--- config.mk ---
export PLATFORM = sky130hd
export DESIGN_NAME = mtf_cell
export DESIGN_NICKNAME = d
export VERILOG_FILES = /design/src/design/move_to_front_recency_list_top_assert.svh /design/src/design/mtf_pkg.sv /design/src/design/mtf_cell.sv
export SDC_FILE = /design/constraint.sdc
export NUM_CORES = 1
export LEC_CHECK = 0
export CAP_MARGIN = 5
export CORE_MARGIN = 2
export CORE_UTILIZATION = 40
export DETAILED_ROUTE_END_ITERATION = 12
export DONT_BUFFER_PORTS = 1
export PLACE_DENSITY = 0.5
export RECOVER_POWER = 100
export SYNTH_ARGS = -nofsm -noshare
export SYNTH_HDL_FRONTEND = slang
export SYNTH_SLANG_ARGS = --single-unit
--- constraint.sdc ---
create_clock -name clk_i -period 1.8 [get_ports clk_i]
set_input_delay 0.27 -clock clk_i [delete_from_list [all_inputs] [get_ports clk_i]]
set_output_delay 0.27 -clock clk_i [all_outputs]
set_load 0.01 [all_outputs]
--- src/design/move_to_front_recency_list_top_assert.svh ---
// Assertion macros for the move-to-front recency list.
// Included by the top level; relies on clk_i and rst_ni being in scope.
`ifndef MOVE_TO_FRONT_RECENCY_LIST_TOP_ASSERT_SVH
`define MOVE_TO_FRONT_RECENCY_LIST_TOP_ASSERT_SVH

// Checks that a condition implies a consequence in the same cycle.
`define MTF_ASSERT_SAME(label, ante, cons, msg) \
  label: assert property (@(posedge clk_i) disable iff (!rst_ni) (ante) |-> (cons)) \
    else $error(msg);

// Checks that a condition implies a consequence in the following cycle.
`define MTF_ASSERT_NEXT(label, ante, cons, msg) \
  label: assert property (@(posedge clk_i) disable iff (!rst_ni) (ante) |=> (cons)) \
    else $error(msg);

`endif

--- src/design/mtf_pkg.sv ---
// Shared types and constants for the move-to-front recency list.
// No dependencies; used by the cell and the top level.
package mtf_pkg;

  localparam int unsigned KEY_W = 32;
  localparam int unsigned POS_W = 8;
  localparam logic [POS_W-1:0] POS_MAX = 8'hFF;

  localparam logic REQ_ACCESS = 1'b0;
  localparam logic REQ_PROBE  = 1'b1;

  typedef struct packed {
    logic cmp_en;
    logic shift_en;
  } mtf_cell_ctrl_t;

endpackage

--- src/design/mtf_cell.sv ---
// One slot of the recency list: a key, a valid bit and a registered match flag.
// Depends on mtf_pkg for the key width and the control struct.
module mtf_cell (
  input  logic                   clk_i,
  input  logic                   rst_ni,
  input  mtf_pkg::mtf_cell_ctrl_t ctrl_i,
  input  logic [mtf_pkg::KEY_W-1:0] search_key_i,
  input  logic [mtf_pkg::KEY_W-1:0] prev_key_i,
  input  logic                   prev_valid_i,
  output logic [mtf_pkg::KEY_W-1:0] key_o,
  output logic                   valid_o,
  output logic                   match_o
);
  import mtf_pkg::*;

  logic [KEY_W-1:0] key_q;
  logic             valid_q;
  logic             match_q;

  always_ff @(posedge clk_i) begin
    if (ctrl_i.shift_en) begin
      key_q <= prev_key_i;
    end
  end

  always_ff @(posedge clk_i or negedge rst_ni) begin
    if (!rst_ni) begin
      valid_q <= 1'b0;
      match_q <= 1'b0;
    end else begin
      if (ctrl_i.shift_en) begin
        valid_q <= prev_valid_i;
      end
      if (ctrl_i.cmp_en) begin
        match_q <= valid_q && (key_q == search_key_i);
      end
    end
  end

  assign key_o   = key_q;
  assign valid_o = valid_q;
  assign match_o = match_q;

endmodule

After elaboration in Yosys (flattened, before gate mapping)
Cells that the tools add are included.
Word-level totals
  flip-flop bits (word level): 34
  latch bits: 0
  memory bits (writable): 0
  ROM bits: 0
  logic and storage cells: 5
  memories kept: 0
Operators by class
  add/subtract/negate cells: 0
  $mul: 0
  div/mod/pow operators: 0
  $lt $le $gt $ge: 0
  equal/unequal tests: 1
  shift-type cells: 0
  multiplexer cells: 0
  bitwise operators: 0
  reduce and logical (&&, ||, !) cells: 1
Operators with widths (number)
  32-bit == test: 1
  1-bit logical AND: 1

Longest topological paths before layout
  depth in word-level cells: 2
  mapped depth: 5
  depth with buffers taken out: 5

Worst setup path after synthesis
OpenSTA, ideal clock, no wires.
  path kind: flip-flop to flip-flop
  from: register key_q[9] (netlist: key_o[9])
  to: register match_q (netlist: match_o)
  setup time: 0.080 ns
  arrival: 1.563 ns
  slack: 0.157 ns
  cell stages (with the launch flop): 6
  buffers on the path: 0
  clock period less this slack: 1.643 ns
  cell sequence: edfxtp_1 > xor2_1 > nor4_1 > nand4_1 > or4_1 > o22ai_2
On the way
  longest elaborated chain between the ends: 2
Ends and longest elaborated chain
  start, declared: line mtf_cell.sv:16  | logic [KEY_W-1:0] key_q;
  start signal, assigned: line mtf_cell.sv:22  | key_q <= prev_key_i;
  32-bit == test: line mtf_cell.sv:35  | match_q <= valid_q && (key_q == search_key_i);
  1-bit logical AND: line mtf_cell.sv:35
  end signal, assigned: line mtf_cell.sv:35
  end, declared: line mtf_cell.sv:18  | logic match_q;
Every way passes these cells.
A chain may end at the register's enable or synchronous reset.

Worst setup path in the final report
  from: register key_q[16] (netlist: key_o[16])
  to: register match_q (netlist: match_o)
Same word-level chain as after synthesis.

==> reports/metrics.yaml <==
sta:
  fin_crit_sh: 0.980
  worst_slew_pin_slew_ps: 333
  fin_skew_ps: 7.77
  report.final.slew_viol_count: 0
  fin_ws_ps: 35.6
  period_needed_ps: 1760
  whs_ps: 44.7
  hold_viol_final: 0
  setup_viol: 0
  slew_headroom: 0.776
  rsz0062_at_grt: "yes"
  fmax_ghz: 0.567
synthesis:
  synth_most_common_cell: "edfxtp_1"
  synth_top_cell_by_area: "edfxtp_1"
  synth_edf_count: 32
  netlist-cell-type-count: 11
  yosysSeqAreaShare: 0.729
  synth_nets: 149
  syn-instance-count: 80
  synthTopCellsByArea: "edfxtp_1 (69%), xor2_1 (13%), xnor2_1 (7.6%)"
  synth_top_area_share: 0.693
  async_flop_share: 0.0588
  syn_area_per_cell_um2: 17.3
  synth_warnings: 0
  synth.cell_area_mm2: 0.00139
  synthTopCellsByCount: "edfxtp_1 (32), xor2_1 (20), xnor2_1 (12), nor4_1 (5), nand4_1 (4)"
  synth_seq_cells: 34
  ys_dominant_reg_cell: "edfxtp_1"
pwr:
  power.total_w: 0.00156
  seqPwrFrac: 0.635
  switchingPower_w: 0.000366
  clockPowerShare: 0.246
  p_int_w: 0.00119
  peakVddDrop_mv: 0.556
  p_sw_frac: 0.235
  cellPowerDensity_mw_per_mm2: 834
  power_frac_comb: 0.119
  p_leak_nw: 0.642
layout:
  areaGrowthSynthToFinish_pct: 34.6
  drive_gt1_frac: 0.104
  nFillCells: 301
  antenna_cells: 0
  final_nets: 203
  final_core_util: 0.560
critical_path:
  required_ps: 2050
  slowest_delay_ps: 550
  crit_slowest_cell: "or4_1"
  worstPathCellList: "xor2_1 > nor4_2 > nand4_1 > or4_1 > o22ai_2"
  cp-end-kind: "flip-flop"
  reg2reg_to: "match_o$_DFFE_PN0P_"
  path_delay_family: "simple AND/OR/NAND/NOR gates"
  rrSetupSlack_ps: 40
  arrival_ps: 2020
  path_class: "reg -> reg"
  rr_worst_depth: 5
  cp-start-kind: "flip-flop"
  path_buf_inv: 0
  path_depth: 5
  cp_max_fo: 2
  r2r-start: "key_o[16]$_DFFE_PP_"
placement:
  numPortBuffers: 0
  place_ws_ps: 11.1
  dpl.hpwl_mm: 2.03
  place.gp.congestion: 0.752
global_routing:
  antenna_found_initial: 0
  overflow: 0
  grt_pass1_vias: 780
  grt.total_usage: 0.132
  grt_pass1_wl_mm: 3.71
  grt_start_max_net_pins: 34
route:
  drc: 0
  routed_wl_mm: 2.89
  wire_per_inst_um: 15.9
  first_pass_iters: 4
  vias_per_cell: 4.78
  antenna_left: 0
  drt-initial-drc-count: 31
  vias: 865
job:
  maxCapViolations: 0
cts:
  cts_buffers: 5
  cts_max_path_buffers: 2
  root_buffer: "clkbuf_4"
  cts.clk_slew.worst_paths_ps: 100
  cts_tree: "yes"
  post_cts_buffers: 0
  cts.sinks: 34
  h-tree-depth: 2
  clock_latency_ps: 320
die:
  rows: 21
  core-area_mm2: 0.00334
  initial_utilization: 0.416
  die_area_mm2: 0.00396
  die_w_um: 62.9
  pin_count: 103
  die_h_um: 62.9
min_path:
  hold_depth: 0
  hold_path.class: "in -> reg"
  min_from: "prev_key_i[31]"
  hold_path_end: "key_o[31]$_DFFE_PP_"
outcome:
  status: "complete, no violations"
[worst register-to-register path, stage by stage, from the launching register on]
cell and delay (ps):
edfxtp_1 420, xor2_1 170, nor4_2 310, nand4_1 130, or4_1 550, o22ai_2 100
[cell families (layout without fill, tap and decap cells)]
family | after synthesis | count (layout) | share of synthesized area
buf+inv | 1 | 56 | 0.00270
flops | 34 | 34 | 0.729
simple gates | 11 | 11 | 0.0496
compound gates | 1 | 1 | 0.00902
mux | 1 | 1 | 0.00811
xor+xnor | 32 | 32 | 0.202
[power by group through the flow]
stage	combinational (W)	sequential (W)	clock [W]
2_1_floorplan	0.0000715	0.00102	0
3_3_place_gp	0.000154	0.00101	0
3_5_place_dp	0.000153	0.00101	0
4_1_cts	0.000159	0.000992	0.000400
5_1_grt	0.000201	0.000998	0.000438
6_report	0.000186	0.000990	0.000383
[per-stage QoR]
stage	std cells	instance area (um^2)	setup TNS [ps]
floorplan	80	1390	0
CTS	155	1660	0
global placement	146	1600	0
detailed placement	146	1600	0
global route	181	1870	-66.1
finish	181	1870	0
[placed cells by master (no fill, tap or decap), drive strengths merged]
cell type	instances
nand3	1
clkbuf	22
or4	1
nand4	4
o22ai	1
edfxtp	32
xnor2	12
xor2	20
nor4	5
dfrtp	2
mux2	1
clkinv	2
buf	4
dlygate4sd3	27
inv	1
[sequential cells by signal (all words and copies together), names as in the netlist]
register / count
match_o: 1
valid_o: 1
key_o: 32
[area by class of cell]
class | count | area [um^2] | area share
timing repair buffer | 47 | 360 | 0.193
multi-input combinational | 45 | 385 | 0.206
clock inverter | 2 | 8.76 | 0.00469
tap | 46 | 57.6 | 0.0308
sequential | 34 | 1010 | 0.541
inverter | 1 | 3.75 | 0.00201
clock buffer | 6 | 41.3 | 0.0221
[what timing repair did]
action,in CTS,in global routing
hold endpoints to repair,2,26
endpoints found under the setup margin,1,1
hold buffers,1,26
pin swaps,0,1
gates resized for setup,1,1
[per-layer routing]
layer	global-route usage	vias up	part of all wire
met4	0.0500	0	0.016
met5	0	-	0
met1	0.143	394	0.36
met3	0.0811	6	0.10
li1	-	405	-
met2	0.209	60	0.52
[how the worst max path moves through the flow]
stage | start | endpoint
after floorplan | key_o[9]$_DFFE_PP_ | match_o$_DFFE_PN0P_
after global placement | key_o[10]$_DFFE_PP_ | match_o$_DFFE_PN0P_
after detailed placement | key_o[24]$_DFFE_PP_ | match_o$_DFFE_PN0P_
after CTS | key_o[10]$_DFFE_PP_ | match_o$_DFFE_PN0P_
after global routing | key_o[30]$_DFFE_PP_ | match_o$_DFFE_PN0P_
final | key_o[16]$_DFFE_PP_ | match_o$_DFFE_PN0P_
No activity file was read; power rests on OpenSTA's default activity.
