$ cat src/design/move_to_front_recency_list_top_assert.svh
// Assertion macros for the move-to-front recency list.
// Included by the top level; relies on clk_i and rst_ni being in scope.
`ifndef MOVE_TO_FRONT_RECENCY_LIST_TOP_ASSERT_SVH
`define MOVE_TO_FRONT_RECENCY_LIST_TOP_ASSERT_SVH

// Checks that a condition implies a consequence in the same cycle.
`define MTF_ASSERT_SAME(label, ante, cons, msg) \
  label: assert property (@(posedge clk_i) disable iff (!rst_ni) (ante) |-> (cons)) \
    else $error(msg);

// Checks that a condition implies a consequence in the following cycle.
`define MTF_ASSERT_NEXT(label, ante, cons, msg) \
  label: assert property (@(posedge clk_i) disable iff (!rst_ni) (ante) |=> (cons)) \
    else $error(msg);

`endif

$ cat src/design/mtf_prio_tree.sv
// Registered binary tree that finds the lowest set bit of the match vector.
// Each level is one register stage; the root register drives found_o and index_o.
module mtf_prio_tree #(
  parameter int unsigned LIST_DEPTH = 256
) (
  input  logic                          clk_i,
  input  logic                          rst_ni,
  input  logic [LIST_DEPTH-1:0]         match_i,
  output logic                          found_o,
  output logic [$clog2(LIST_DEPTH)-1:0] index_o
);
  localparam int unsigned IDX_W  = $clog2(LIST_DEPTH);
  localparam int unsigned LEAVES = 2 ** IDX_W;

  logic             node_v_q   [1:LEAVES-1];
  logic [IDX_W-1:0] node_idx_q [1:LEAVES-1];

  for (genvar n = 1; n < LEAVES; n++) begin : g_node
    logic             left_v;
    logic             right_v;
    logic [IDX_W-1:0] left_idx;
    logic [IDX_W-1:0] right_idx;

    if (2 * n >= LEAVES) begin : g_leaf
      localparam int unsigned LI = 2 * n - LEAVES;
      localparam int unsigned RI = 2 * n + 1 - LEAVES;
      assign left_idx  = IDX_W'(LI);
      assign right_idx = IDX_W'(RI);
      if (LI < LIST_DEPTH) begin : g_l
        assign left_v = match_i[LI];
      end else begin : g_lpad
        assign left_v = 1'b0;
      end
      if (RI < LIST_DEPTH) begin : g_r
        assign right_v = match_i[RI];
      end else begin : g_rpad
        assign right_v = 1'b0;
      end
    end else begin : g_inner
      assign left_v    = node_v_q[2 * n];
      assign right_v   = node_v_q[2 * n + 1];
      assign left_idx  = node_idx_q[2 * n];
      assign right_idx = node_idx_q[2 * n + 1];
    end

    always_ff @(posedge clk_i or negedge rst_ni) begin
      if (!rst_ni) begin
        node_v_q[n] <= 1'b0;
      end else begin
        node_v_q[n] <= left_v || right_v;
      end
    end

    always_ff @(posedge clk_i) begin
      node_idx_q[n] <= left_v ? left_idx : right_idx;
    end
  end

  assign found_o = node_v_q[1];
  assign index_o = node_idx_q[1];

endmodule

$ cat config.mk
export PLATFORM = sky130hd
export DESIGN_NAME = mtf_prio_tree
export DESIGN_NICKNAME = d
export VERILOG_FILES = /design/src/design/move_to_front_recency_list_top_assert.svh /design/src/design/mtf_prio_tree.sv
export SDC_FILE = /design/constraint.sdc
export NUM_CORES = 1
export LEC_CHECK = 0
export ABC_AREA = 1
export BUFFER_PORTS_ARGS = -buffer_cell sky130_fd_sc_hd__buf_2
export CAP_MARGIN = 30
export CORE_ASPECT_RATIO = 1.4
export CORE_MARGIN = 5
export CORE_UTILIZATION = 56
export CTS_CLUSTER_DIAMETER = 30
export DETAILED_ROUTE_END_ITERATION = 8
export PLACE_DENSITY = 0.86
export SETUP_SLACK_MARGIN = 0.1
export SYNTH_ARGS = -nofsm -noshare
export SYNTH_HDL_FRONTEND = slang
export SYNTH_SLANG_ARGS = --single-unit
$ cat constraint.sdc
create_clock -name clk_i -period 1.1 [get_ports clk_i]
set_input_delay 0.22 -clock clk_i [delete_from_list [all_inputs] [get_ports clk_i]]
set_output_delay 0.22 -clock clk_i [all_outputs]
set_load 0.02 [all_outputs]
==> After elaboration in Yosys (flattened, before gate mapping) <==
Memories as Yosys holds them, arrays and structs flattened.
Cells that the tools add are included.
{ "word_totals": {"regBits": 255, "mem_bits_rw": 2040, "input_bits": 258, "out_inout_bits": 9, "n_memories": 1} }
{ "op_classes": {"muxes": 255, "reduce_logical": 255} }
{ "mem_list": {"columns": ["memory", "words", "width", "rd", "rd_ports_with_merged_regs", "write_ports", "line_no", "text"], "rows": [
  ["node_idx_q", 255, 8, 255, 0, 255, "mtf_prio_tree.sv:16", "logic [IDX_W-1:0] node_idx_q [1:LEAVES-1];"]
]} }
{ "op_table": {"columns": ["operator", "n"], "rows": [
  ["2-to-1 mux 8 bit", 127],
  ["logical OR 1 bit", 255],
  ["2-to-1 mux 1 bit", 128]
]} }

==> Depth between registers and ports, before layout <==
Gate-level depths: netlist of run 1.
An unclocked memory read counts as a cell.
{ "logic_depth": {"depth_word": 2, "mapped_depth": 4, "depth_no_buf": 3} }

==> Worst setup path before layout of run 1 <==
OpenSTA, ideal clock, no wires.
{ "synth_timing": {"path_kind": "reg2reg", "from": "reg node_v_q, in the netlist g_node[1].left_v", "to": "reg node_v_q, in the netlist found_o", "setup_ns": 0.124, "arrival_time_ns": 0.689, "required_time_ns": 0.976, "slack_ns": 0.287, "path_stages_with_launch": 3, "path_buffers": 1, "period_less_slack_ns": 0.813, "path_cell_list": "dfrtp_1 buf_6 or2_1"} }
{ "synth_via": {"elab_chain_cells": 1} }
{ "synth_rtl": {"columns": ["item", "line_no", "text"], "rows": [
  ["start, declared", "mtf_prio_tree.sv:15", "logic node_v_q [1:LEAVES-1];"],
  ["start signal, assigned by index", "mtf_prio_tree.sv:50", "node_v_q[n] <= left_v || right_v;"],
  ["logical OR 1 bit", "mtf_prio_tree.sv:50", null]
]} }
Every way passes these cells.

==> Final worst setup path of run 1 <==
{ "layout_timing": {"from": "reg node_v_q, in the netlist found_o", "to": "out found_o"} }
{ "layout_rtl": {"columns": ["item", "line_no", "text"], "rows": [
  ["end, declared", "mtf_prio_tree.sv:9", "output logic found_o,"]
]} }
No word-level cell between the ends.

==> impl_summary.md, run 1 <==
Run status
The run finished, with violations left. The final reports fail on negative setup slack.

Timing
The final critical delay including setup and external delays is 1340 ps. The fmax is around 750 MHz. The period utilization is 1.21. The worst pin sits at a relative slew slack of 0.739. The setup clock skew after layout is ~28 ps. Setup violations remaining at the end of the flow were counted as 9.

The actual slew at the worst max-slew pin is a little under 400 ps. Setup repair after global routing could not meet its margin everywhere. The final hold violation count is 0. The slack of the critical path is -236 ps. The count of pins over their slew limit came to 0. The tightest hold path in the finished design has a slack of ~55 ps.

Finish
In the final layout, the share of cells above drive strength 1 is 0.259. The growth of design area from synthesis to finish is 37.1%. The post-route cell area is ~30000 µm².

The net count of the finished layout is approximately 2900. The layout has ~2000 filler cells.

Drt
The pre-antenna-repair detailed-routing pass consisted of 8 iterations. The total via count after detailed routing is 15700. The number of DRC violations after detailed routing is 0. The routed wirelength normalized by instance count is around 19 µm. In this run the remaining antenna-violating nets after routing total 0.

After detailed routing, the total wire length is around 60 mm. The violation count after the first detailed-route iteration is about 860. The average vias per placed instance is about 4.8.

Worst setup path
The beginning of the critical path is found_o$_DFF_PN0_. The launch point of the worst reg-to-reg path is g_node[75].left_v$_DFF_PN0_. On the worst path, the slowest cell contributes a delay of approximately 400 ps. The slowest stage cell on the critical path is sky130_fd_sc_hd__dfrtp_1. The critical path goes through buf_6. The sort of element at the end of the critical path is an output pin. STA classifies the critical path startpoint as a register.

The path type of the worst setup path is reg -> out. Broken down by cell family, the worst path's largest delay share belongs to flip-flops. For the worst setup path, the data arrival time is 1120 ps.

The combined buffer and inverter count along the critical path is 1. The required time of the critical path is 880 ps. Of all nets on the critical path, the largest fanout is 1.

Floorplan
The floorplan has between 80 and 90 rows. The horizontal die dimension is ~180 µm. The die covers 43000 µm². The area of the core region is approximately 38000 µm². The initial cell density of the core is 0.566. The top-level I/O count is approximately 270. The floorplan step set the die height to around 240 µm.

Synth
The netlist uses 9 different library cells. The dominant cell by count in the synthesized netlist is sky130_fd_sc_hd__nand2_1. The xor/xnor cell area share of the yosys netlist is 0.

The async set or reset register ratio after synthesis is 0.337. After synthesis the cells add up to roughly 22000 µm². Of the post-synthesis cell area, the dominant cell type holds 0.461. Among all flip-flop cells after synthesis, the most frequent one is sky130_fd_sc_hd__dfxtp_1. Of the total synthesized cell area, the portion taken by AND, OR, NAND and NOR gates is 0.201. The fraction of the yosys area taken by sequential cells is 0.754. Of the total synthesized cell area, the portion taken by full adders, half adders and majority gates is 0. The count of flip-flops with a built-in enable after synthesis is 0. By area, the combinational part of the netlist is dominated by simple AND/OR/NAND/NOR gates. The gate count after technology mapping is between 2000 and 2500.

Counting flops and latches in the post-synthesis netlist gives between 700 and 800. During synthesis, Yosys emitted a total of 0 warnings. The commonest cells after synthesis are 741 x sky130_fd_sc_hd__nand2_1, 502 x sky130_fd_sc_hd__dfxtp_1, 255 x sky130_fd_sc_hd__dfrtp_1. After synthesis, the share of cell area in mux cells is 0. The fraction of the mapped netlist area in compound gates is 0. A synthesized cell averages around 11 µm². The largest area contributor in the synthesized netlist is sky130_fd_sc_hd__dfxtp_1. In the post-synthesis netlist, the biggest area contributors are sky130_fd_sc_hd__dfxtp_1 46%, sky130_fd_sc_hd__dfrtp_1 29%, sky130_fd_sc_hd__nand2_1 13%. The number of nets in the synthesized netlist is 2269.

Place
The congestion estimate from routability-driven global placement came to roughly 0.85. The half-perimeter wire length after detailed placement is 26.7 mm. In this run the tool buffered the top-level ports with 266 buffer cells. Prior to clock tree synthesis, the placed netlist has a worst setup slack of between 200 and 250 ps. In this run the cell area measured after placement is about 24000 µm².

Hold path
The tightest min-delay check is of the in -> async type.

GRT
The number of antenna violations at the first check in global routing is 14. The via count of the first global-routing pass is 18100. The all-layer global routing usage is 0.284. Global routing finished with a remaining overflow of 0.

The pin count of the biggest net entering global routing is 61. The global-route wire length before repair is approximately 94 mm.

Pwr
The relative contribution of the clock network to total power is 0.497. The total power per unit cell area is approximately 2100 nW/µm². The combinational group share of total power is 0.045. The standby leakage power is 14.8 nW. The internal power of the cells totals 49.7 mW. IR analysis of the VDD net gives a maximum drop of about 0.0016 V. For this design the total switching power over the nets is 14.5 mW. The switching fraction of total power is 0.226.

The share of total power dissipated in sequential elements is 0.458.

Clocking
The cell chosen for the clock root is sky130_fd_sc_hd__clkbuf_16. The clock reaches the later pin of the worst-skew pair after approximately 600 ps. The clock tree buffer depth is 3. The post-CTS setup buffer count is 0. The count of clock tree sinks is roughly 760. The total clock buffers created by CTS is 91. After clock tree synthesis, the clock-pin slew on the worst setup and hold paths is approximately 60 ps. CTS built an H-tree with a depth of 3.

The clock tree from TritonCTS is done.

Job
Across the run, the number of max-cap violations was 0.
[cell usage in the layout (no fill, tap or decap), drive strengths merged]
| master | n |
|---|---|
| nand2 | 741 |
| dfxtp | 502 |
| buf | 277 |
| inv | 277 |
| dlygate4sd3 | 257 |
| dfrtp | 255 |
| or2 | 255 |
| clkbuf | 110 |
| clkinv | 15 |
| diode | 14 |
| bufinv | 11 |
| clkinvlp | 10 |
[metrics by stage]
stage | TNS, ps | util | power (mW) | std cells
6_report | -1380 | 0.776 | 64.2 | 3246
5_1_grt | -1850 | 0.776 | 66.2 | 3246
4_1_cts | -1640 | 0.776 | 63.7 | 3232
3_5_place_dp | 0 | 0.622 | 31.8 | 2807
3_3_place_gp | 0 | 0.622 | 31.6 | 2807
2_1_floorplan | 0 | - | 30.6 | 2011
[final cells by class]
type,instances,area (µm²),share of cell area
antenna,14,35.0,0.00117
clock buffer,110,2510,0.0840
clock inverter,58,776,0.0260
inverter,255,960,0.0321
multi-input combinational,996,4380,0.146
sequential,757,16400,0.550
tap,522,653,0.0218
timing repair buffer,534,4140,0.138
[kinds of logic after synthesis]
family	after synthesis
simple gates	996
flops	757
buf+inv	258
[path summary, 6_finish.rpt]
path                                                  to  slack, ps  depth (start not counted)
min                        g_node[119].right_v$_DFF_PN0_         60                          2
min reg2reg                   node_idx_q[0][234]$_DFF_P_        400                          2
max in group asynchronous              found_o$_DFF_PN0_        430                          3
min in group clk_i            node_idx_q[1][280]$_DFF_P_        320                          3
max                                              found_o       -240                          1
max reg2reg                 g_node[37].right_v$_DFF_PN0_        170                          1
[power by group through the flow]
stage	registers, mW	logic [mW]	clock network [mW]
3_5_place_dp	29.9	1.86	0
3_3_place_gp	29.8	1.77	0
4_1_cts	29.4	2.66	31.7
2_1_floorplan	29.7	0.838	0
5_1_grt	29.5	3.16	33.5
6_report	29.4	2.89	31.9
[state kept, by name (all words and copies together) (netlist names)]
register / flops
g_node.right_v: 127
node_idx_q: 502
g_node.left_v: 127
found_o: 1
[layer usage]
metal  GRT usage  part of all wire  wire length [µm]
met1       0.257              0.31             18700
met2       0.540              0.56             33600
met5           0                 0                 0
met4       0.209             0.084              5060
met3      0.0600             0.047              2850
[repair_timing]
action | CTS | global route
hold buffers | 257 | 0
endpoints found under the hold margin | 511 | 0
resized for setup | 26 | 0
cloned | 0 | 0
setup endpoints to repair | 9 | 9
(Power assumes the default switching activity.)
==> inputs of run 2 (changes only) <==
CORE_UTILIZATION = 60   (was 56)
PLACE_DENSITY = 0.91   (was 0.86)
clock period = 1.7 ns   (was 1.1 ns; I/O delays follow)
==> run 2 against run 1 <==
  * The flow now finishes without violations
  * Cell area is 0.76% lower
  * Sequential share of layout area is 0.39 points higher
  * Flip-flop and latch count stayed put
  * Wire length is 5.9% higher
  * Combinational power is 35% lower
  * Clock skew is 4.0 ps lower
  * Sequential power is 35% lower
  * Global-route usage is 3.7 points higher
  * Clock-buffer cell count is 5 lower
  * Non-clock buffer count is 1 higher
  * Largest power group unchanged
  * Highest routed layer is now met5
==> impl_summary.md, run 2 (same netlist as run 1, synthesis figures left out) <==
Finish
Leaving out fill and tap cells, the most frequent cell in the layout is sky130_fd_sc_hd__nand2_1. The layout has ~1600 filler cells. Of the cells placed in the final design, the portion with a size suffix greater than 1 is 0.256. The area growth from synthesis to layout is 36.1%. The register with the most flip-flops in the layout has around 500 of them. At the end of the flow, the number of nets in the layout was 2893. Leaving out fill and tap cells, the most frequent cells in the layout are 741 x sky130_fd_sc_hd__nand2_1, 502 x sky130_fd_sc_hd__dfxtp_1, 265 x sky130_fd_sc_hd__buf_2. The register with the most flip-flops in the final layout is node_idx_q.

Timing
Static timing analysis puts the maximum clock frequency at between 600 and 700 MHz. Setup repair after global routing left no endpoint under its margin. The final hold violation count came to 0. After layout, the minimum clock period comes to about 1500 ps. The count of pins over their slew limit is 0. Setup violations remaining at the end of the flow were counted as 0. The slack of the critical path is 229 ps.

The actual slew at the worst max-slew pin is roughly 440 ps. The period utilization is 0.865. Measured against its own limit, the worst slew margin works out to 0.706. The setup clock skew after layout is ~24 ps. Summed over all failing endpoints, the final setup total negative slack is 0 ps.

Pwr
The switching fraction of total power is 0.236. The internal power of the cells totals around 32 mW. The share of total power dissipated in the clock network is 0.494.

In this run the power spent charging and discharging nets is approximately 9.8 mW. VDD sags by at most around 0.0012 V. The standby leakage power is roughly 15 nW. The share of total power dissipated in sequential elements is 0.461. Power spread over the standard cell area amounts to 1400 nW/µm². The share of total power dissipated in combinational logic is 0.045.

Hold path
The class of the tightest hold or removal check is in -> async.

Worst setup path
The category of cells accounting for the largest share of critical-path delay is flip-flops. The critical path goes through buf_2. The combined buffer and inverter count along the critical path is 1.

The path depth of the worst reg2reg path is 1. The slowest stage of the critical path belongs to the cell sky130_fd_sc_hd__dfrtp_1. The largest stage delay on the critical path is between 300 and 400 ps. The largest fanout on the critical path is 1.

The beginning of the critical path is found_o$_DFF_PN0_. The worst setup path is captured at an output pin. Data arrives at the worst endpoint at between 1000 and 1500 ps. The path type of the worst setup path is reg -> out.

STA puts the critical path data required time at between 1000 and 1500 ps. STA classifies the critical path startpoint as a register. The launch point of the worst reg-to-reg path is g_node[43].left_v$_DFF_PN0_. In this run the number of cells on the critical path is 1.

Place
The wire-length estimate of the detail-placed layout is ~27 mm. Port buffering added ~270 buffers. The post-placement worst setup slack is roughly 740 ps. The final estimated routing congestion in global placement is about 0.81.

GRT
The number of antenna violations at the first check in global routing is 14. The all-layer global routing usage is 0.321. The global-route wire length before repair is slightly below 100 mm. The total overflow left after global routing is 0. The via count of the first global-routing pass is 18300. The pin count of the biggest net entering global routing is 52.

Floorplan
From bottom edge to top edge, the die measures roughly 240 µm. The area of the core region is ~36000 µm². The floorplan step defined a die boundary enclosing 40300 µm². In this run the count of I/O pins placed on the die edge is ~270. The horizontal die dimension is 171 µm. Row generation in the floorplan step produced 82 rows.

For this configuration, the core starts out at a cell density of 0.607.

Drt
The number of nets still failing antenna checks after routing is 0. The number of DRC violations after detailed routing is 0. Dividing the detail-routed wire length by the instance count gives roughly 20 µm. Summed over all layers, the routed wires come to around 64 mm. In the routed layout, each cell is associated on average with a via count of approximately 5.0.

The total via count after detailed routing is between 15000 and 20000. After the first detailed-routing iteration, the DRC count stood at 946. The number of search-and-repair iterations in the first detailed-routing pass is 6.

Clocking
In this run the number of H-tree levels came out at 3. The total clock buffers created by CTS is 90. The cell chosen for the clock root is sky130_fd_sc_hd__clkbuf_16. The clock tree buffer depth is 3. The count of clock tree sinks is 757. The post-CTS setup buffer count is 0. The clock network latency to the later pin of the worst-skew pair is 610 ps.

TritonCTS built the clock tree. The number of hold-repair buffers added at the cts stage is roughly 260. The clock slew seen by the registers of the worst setup and hold paths is roughly 70 ps. The count of instances resized after the clock tree is built is 0.

Job
The max-cap violation count is 0.

Run status
The flow ran to the end, and the final reports show no timing, DRC or antenna violations.
==> run 2: routing by layer <==
metal | part of all wire | track usage | routed length (µm) | up-vias
met3 | 0.047 | 0.0640 | 3010 | 356
met4 | 0.086 | 0.245 | 5450 | 6
met1 | 0.31 | 0.301 | 20000 | 7594
li1 | - | - | - | 7164
met5 | 0.00049 | 0 | 31 | -
met2 | 0.55 | 0.594 | 35100 | 770
==> run 2: path summary, 6_finish.rpt <==
kind / end / slack [ps]
max: found_o / 230
min: g_node[23].right_v$_DFF_PN0_ / 250
max reg2reg: g_node[21].right_v$_DFF_PN0_ / 750
min reg2reg: node_idx_q[0][9]$_DFF_P_ / 410
max in group asynchronous: g_node[97].right_v$_DFF_PN0_ / 750
min in group clk_i: node_idx_q[0][9]$_DFF_P_ / 410
==> run 2: area by class of cell <==
class / instances / area, µm² / share of cell area
inverters: 255 / 960 / 0.0323
clock buffers: 105 / 2450 / 0.0827
diodes: 12 / 30.0 / 0.00101
multi-input cells: 996 / 4380 / 0.148
flip-flops and latches: 757 / 16400 / 0.554
well taps: 462 / 578 / 0.0195
clock inverters: 65 / 774 / 0.0261
repair buffers: 535 / 4060 / 0.137
==> run 2: per-stage QoR <==
stage | utilization | hold WS, ps | instance area, µm² | cells | power [mW]
after floorplan | - | 44.4 | 21800 | 2011 | 19.8
after global placement | 0.663 | 282 | 23800 | 2744 | 20.4
after detailed placement | 0.663 | 283 | 23800 | 2744 | 20.5
after CTS | 0.825 | 239 | 29600 | 3175 | 41.0
after global routing | 0.826 | 276 | 29700 | 3186 | 42.6
final | 0.826 | 250 | 29700 | 3187 | 41.4
==> run 2: power by group through the flow <==
stage / Clock (mW) / Sequential [mW] / Combinational, mW
4_1_cts: 20.2 / 19.0 / 1.72
6_report: 20.4 / 19.1 / 1.88
3_3_place_gp: 0 / 19.3 / 1.12
3_5_place_dp: 0 / 19.3 / 1.20
5_1_grt: 21.4 / 19.1 / 2.04
2_1_floorplan: 0 / 19.2 / 0.542
==> inputs of run 3 (changes only) <==
PLACE_DENSITY = 0.86   (was 0.91)
==> run 3 against run 2 <==
  * Cell area fell by 1.3%
  * Flip-flop and latch count did not move
  * Wire length fell by 9.9%
  * Power fell by 5.0%
  * Combinational power fell by 4%
  * Hold slack got worse by 200 ps
  * Largest power group is now sequential cells
  * Sequential share of layout area rose by 0.71 points
  * Clock skew barely moved
==> impl_summary.md, run 3 (same netlist as run 1, synthesis figures left out) <==
Timing
Clock skew on the completed layout was measured at 23.5 ps. The final hold violation count was 0. The final critical delay including setup and external delays is between 1000 and 1500 ps. Setup repair after global routing left no endpoint under its margin. The count of pins over their slew limit is 0. Timing would allow up to 675 MHz.

The period utilization is 0.872. The normalized max-slew margin is 0.755. The setup TNS after final layout is 0 ps. For the pin with the worst max-slew slack, the measured transition is between 300 and 400 ps.

The setup violation total in the final timing report is 0.

Finish
The number of flip-flops in the largest register is 502. At the end of the flow the core is filled with cells to 0.816. Leaving out fill and tap cells, the most frequent cell in the layout is sky130_fd_sc_hd__nand2_1. The fraction of final layout cells with drive strength greater than 1 is 0.252. The area growth from synthesis to layout is 34.4%. The largest register by flop count is node_idx_q. The number of nets in the layout is a little under 3000. The count of non-filler cells in the finished layout is between 3000 and 4000. The post-route cell area is 29300 µm².

The library cells used most frequently in the layout, excluding fill and tap cells, are 741 x sky130_fd_sc_hd__nand2_1, 502 x sky130_fd_sc_hd__dfxtp_1, 265 x sky130_fd_sc_hd__buf_2.

Place
The placed standard-cell area is 23800 µm². Detailed placement ended at an HPWL of 26.6 mm. The count of buffers added on input and output ports is 266. Counting tap cells, the placed design contains a total of between 2000 and 3000 instances. The final estimated routing congestion in global placement is between 0.7 and 0.8.

Clocking
The clock tree from TritonCTS is done. The total clock buffers created by CTS is 85. After clock tree synthesis, the clock-pin slew on the worst setup and hold paths is about 70 ps. The H-tree depth reported by CTS is 3. The count of clock tree sinks is 757. The clock tree buffer depth is 3. After clock tree synthesis, the setup repair step added 0 buffers. The cell chosen for the clock root is sky130_fd_sc_hd__clkbuf_16. For the worst-skew pair, the clock arrives at the later sink with an insertion delay of 600 ps.

Floorplan
The area of the core region is between 30000 and 40000 µm². The full die area is between 40000 and 50000 µm². Measured along the y axis, the die boundary spans 236 µm. The floorplan row count is between 80 and 90. The horizontal die dimension is between 150 and 200 µm. The initial utilization of the core area, before any placement, comes to 0.607.

During I/O placement, the number of pins put on the boundary was roughly 270.

Pwr
In this run the power density over the cells is about 1300 nW/µm². Summed over all cells, the static leakage comes to roughly 15 nW. VDD sags by at most 0.00119 V.

Hold path
The instance count along the most critical hold path is 2. The class of the tightest hold or removal check is in -> reg.

Worst setup path
The signal arrival time at the worst endpoint is between 1000 and 1500 ps. The combined buffer and inverter count along the critical path is 1. The required time of the critical path is 1360 ps. The category of cells accounting for the largest share of critical-path delay is flip-flops. The largest fanout on the critical path is 1. The logic depth of the worst setup path including buffers is 1. The path type of the worst setup path is reg -> out. The largest stage delay on the critical path is ~360 ps. The worst setup path is launched from a register. The path depth of the worst reg2reg path is 1.

The worst setup path is captured at an output pin. Among all stages on the critical path, the largest delay is contributed by sky130_fd_sc_hd__dfxtp_1. Traced cell by cell, the critical path runs through buf_2.

Drt
The violation count after the first detailed-route iteration is between 800 and 900. After detailed routing, the average wire length per cell comes to between 15 and 20 µm. The total via count after detailed routing is 15300. Once detail routing completed, the nets flagged for antenna violations numbered 0. The first TritonRoute pass finished after 5 iterations. After detailed routing, the number of remaining DRC violations is 0.

The routed design has between 50 and 60 mm of wire. The average vias per placed instance is slightly below 5.

Run status
The flow ran to the end, and the final reports show no timing, DRC or antenna violations.

GRT
The number of antenna violations at the first check in global routing is 10. The first global-routing pass estimated 89.9 mm of wire. The total congestion overflow after global routing is 0. Entering global routing, the biggest net connects 60 pins. The via count of the first global-routing pass is approximately 18000.

For this run, the total global-route usage over all layers was measured as 0.290.

Job
The max-cap violation count is 0.
[run 3: metrics by stage]
stage,hold slack [ps],setup slack [ps],power [mW]
CTS,0.584,207,39.0
finish,51.7,218,39.3
floorplan,44.4,887,19.8
global placement,258,792,20.4
global route,40.4,191,40.5
detailed placement,263,794,20.5
[run 3: worst paths after layout]
check / slack, ps / endpoint / start
setup / recovery: 220 / index_o[3] / node_idx_q[0][11]$_DFF_P_
min in group asynchronous: 230 / g_node[125].right_v$_DFF_PN0_ / rst_ni
hold / removal: 50 / g_node[117].left_v$_DFF_PN0_ / match_i[213]
setup reg to reg: 790 / found_o$_DFF_PN0_ / g_node[1].left_v$_DFF_PN0_
hold reg to reg: 420 / node_idx_q[0][232]$_DFF_P_ / node_idx_q[0][472]$_DFF_P_
max in group asynchronous: 830 / g_node[72].left_v$_DFF_PN0_ / rst_ni
[run 3: layer usage]
metal	track usage	up-vias	wire [µm]
met5	0	-	0
li1	-	7139	-
met2	0.562	596	32600
met4	0.189	0	4020
met1	0.266	7333	18200
met3	0.0539	248	2530
[run 3: timing repair]
item                                    in CTS  in global routing
endpoints found under the setup margin       0                  0
resized for setup                            0                  0
hold buffers                               257                  0
hold endpoints to repair                   405                  0
[run 3: power breakdown]
part	internal, mW	switching (mW)
Combinational	0.951	0.858
Sequential	18.7	0.363
Clock	10.4	8.02
[run 3: area by class of cell]
class,instances,area [µm²]
inverter,255,960
multi-input combinational,996,4380
sequential,757,16400
tap,462,578
fill,1713,6620
antenna,10,25.0
clock inverter,59,592
clock buffer,101,2300
timing repair buffer,530,4030
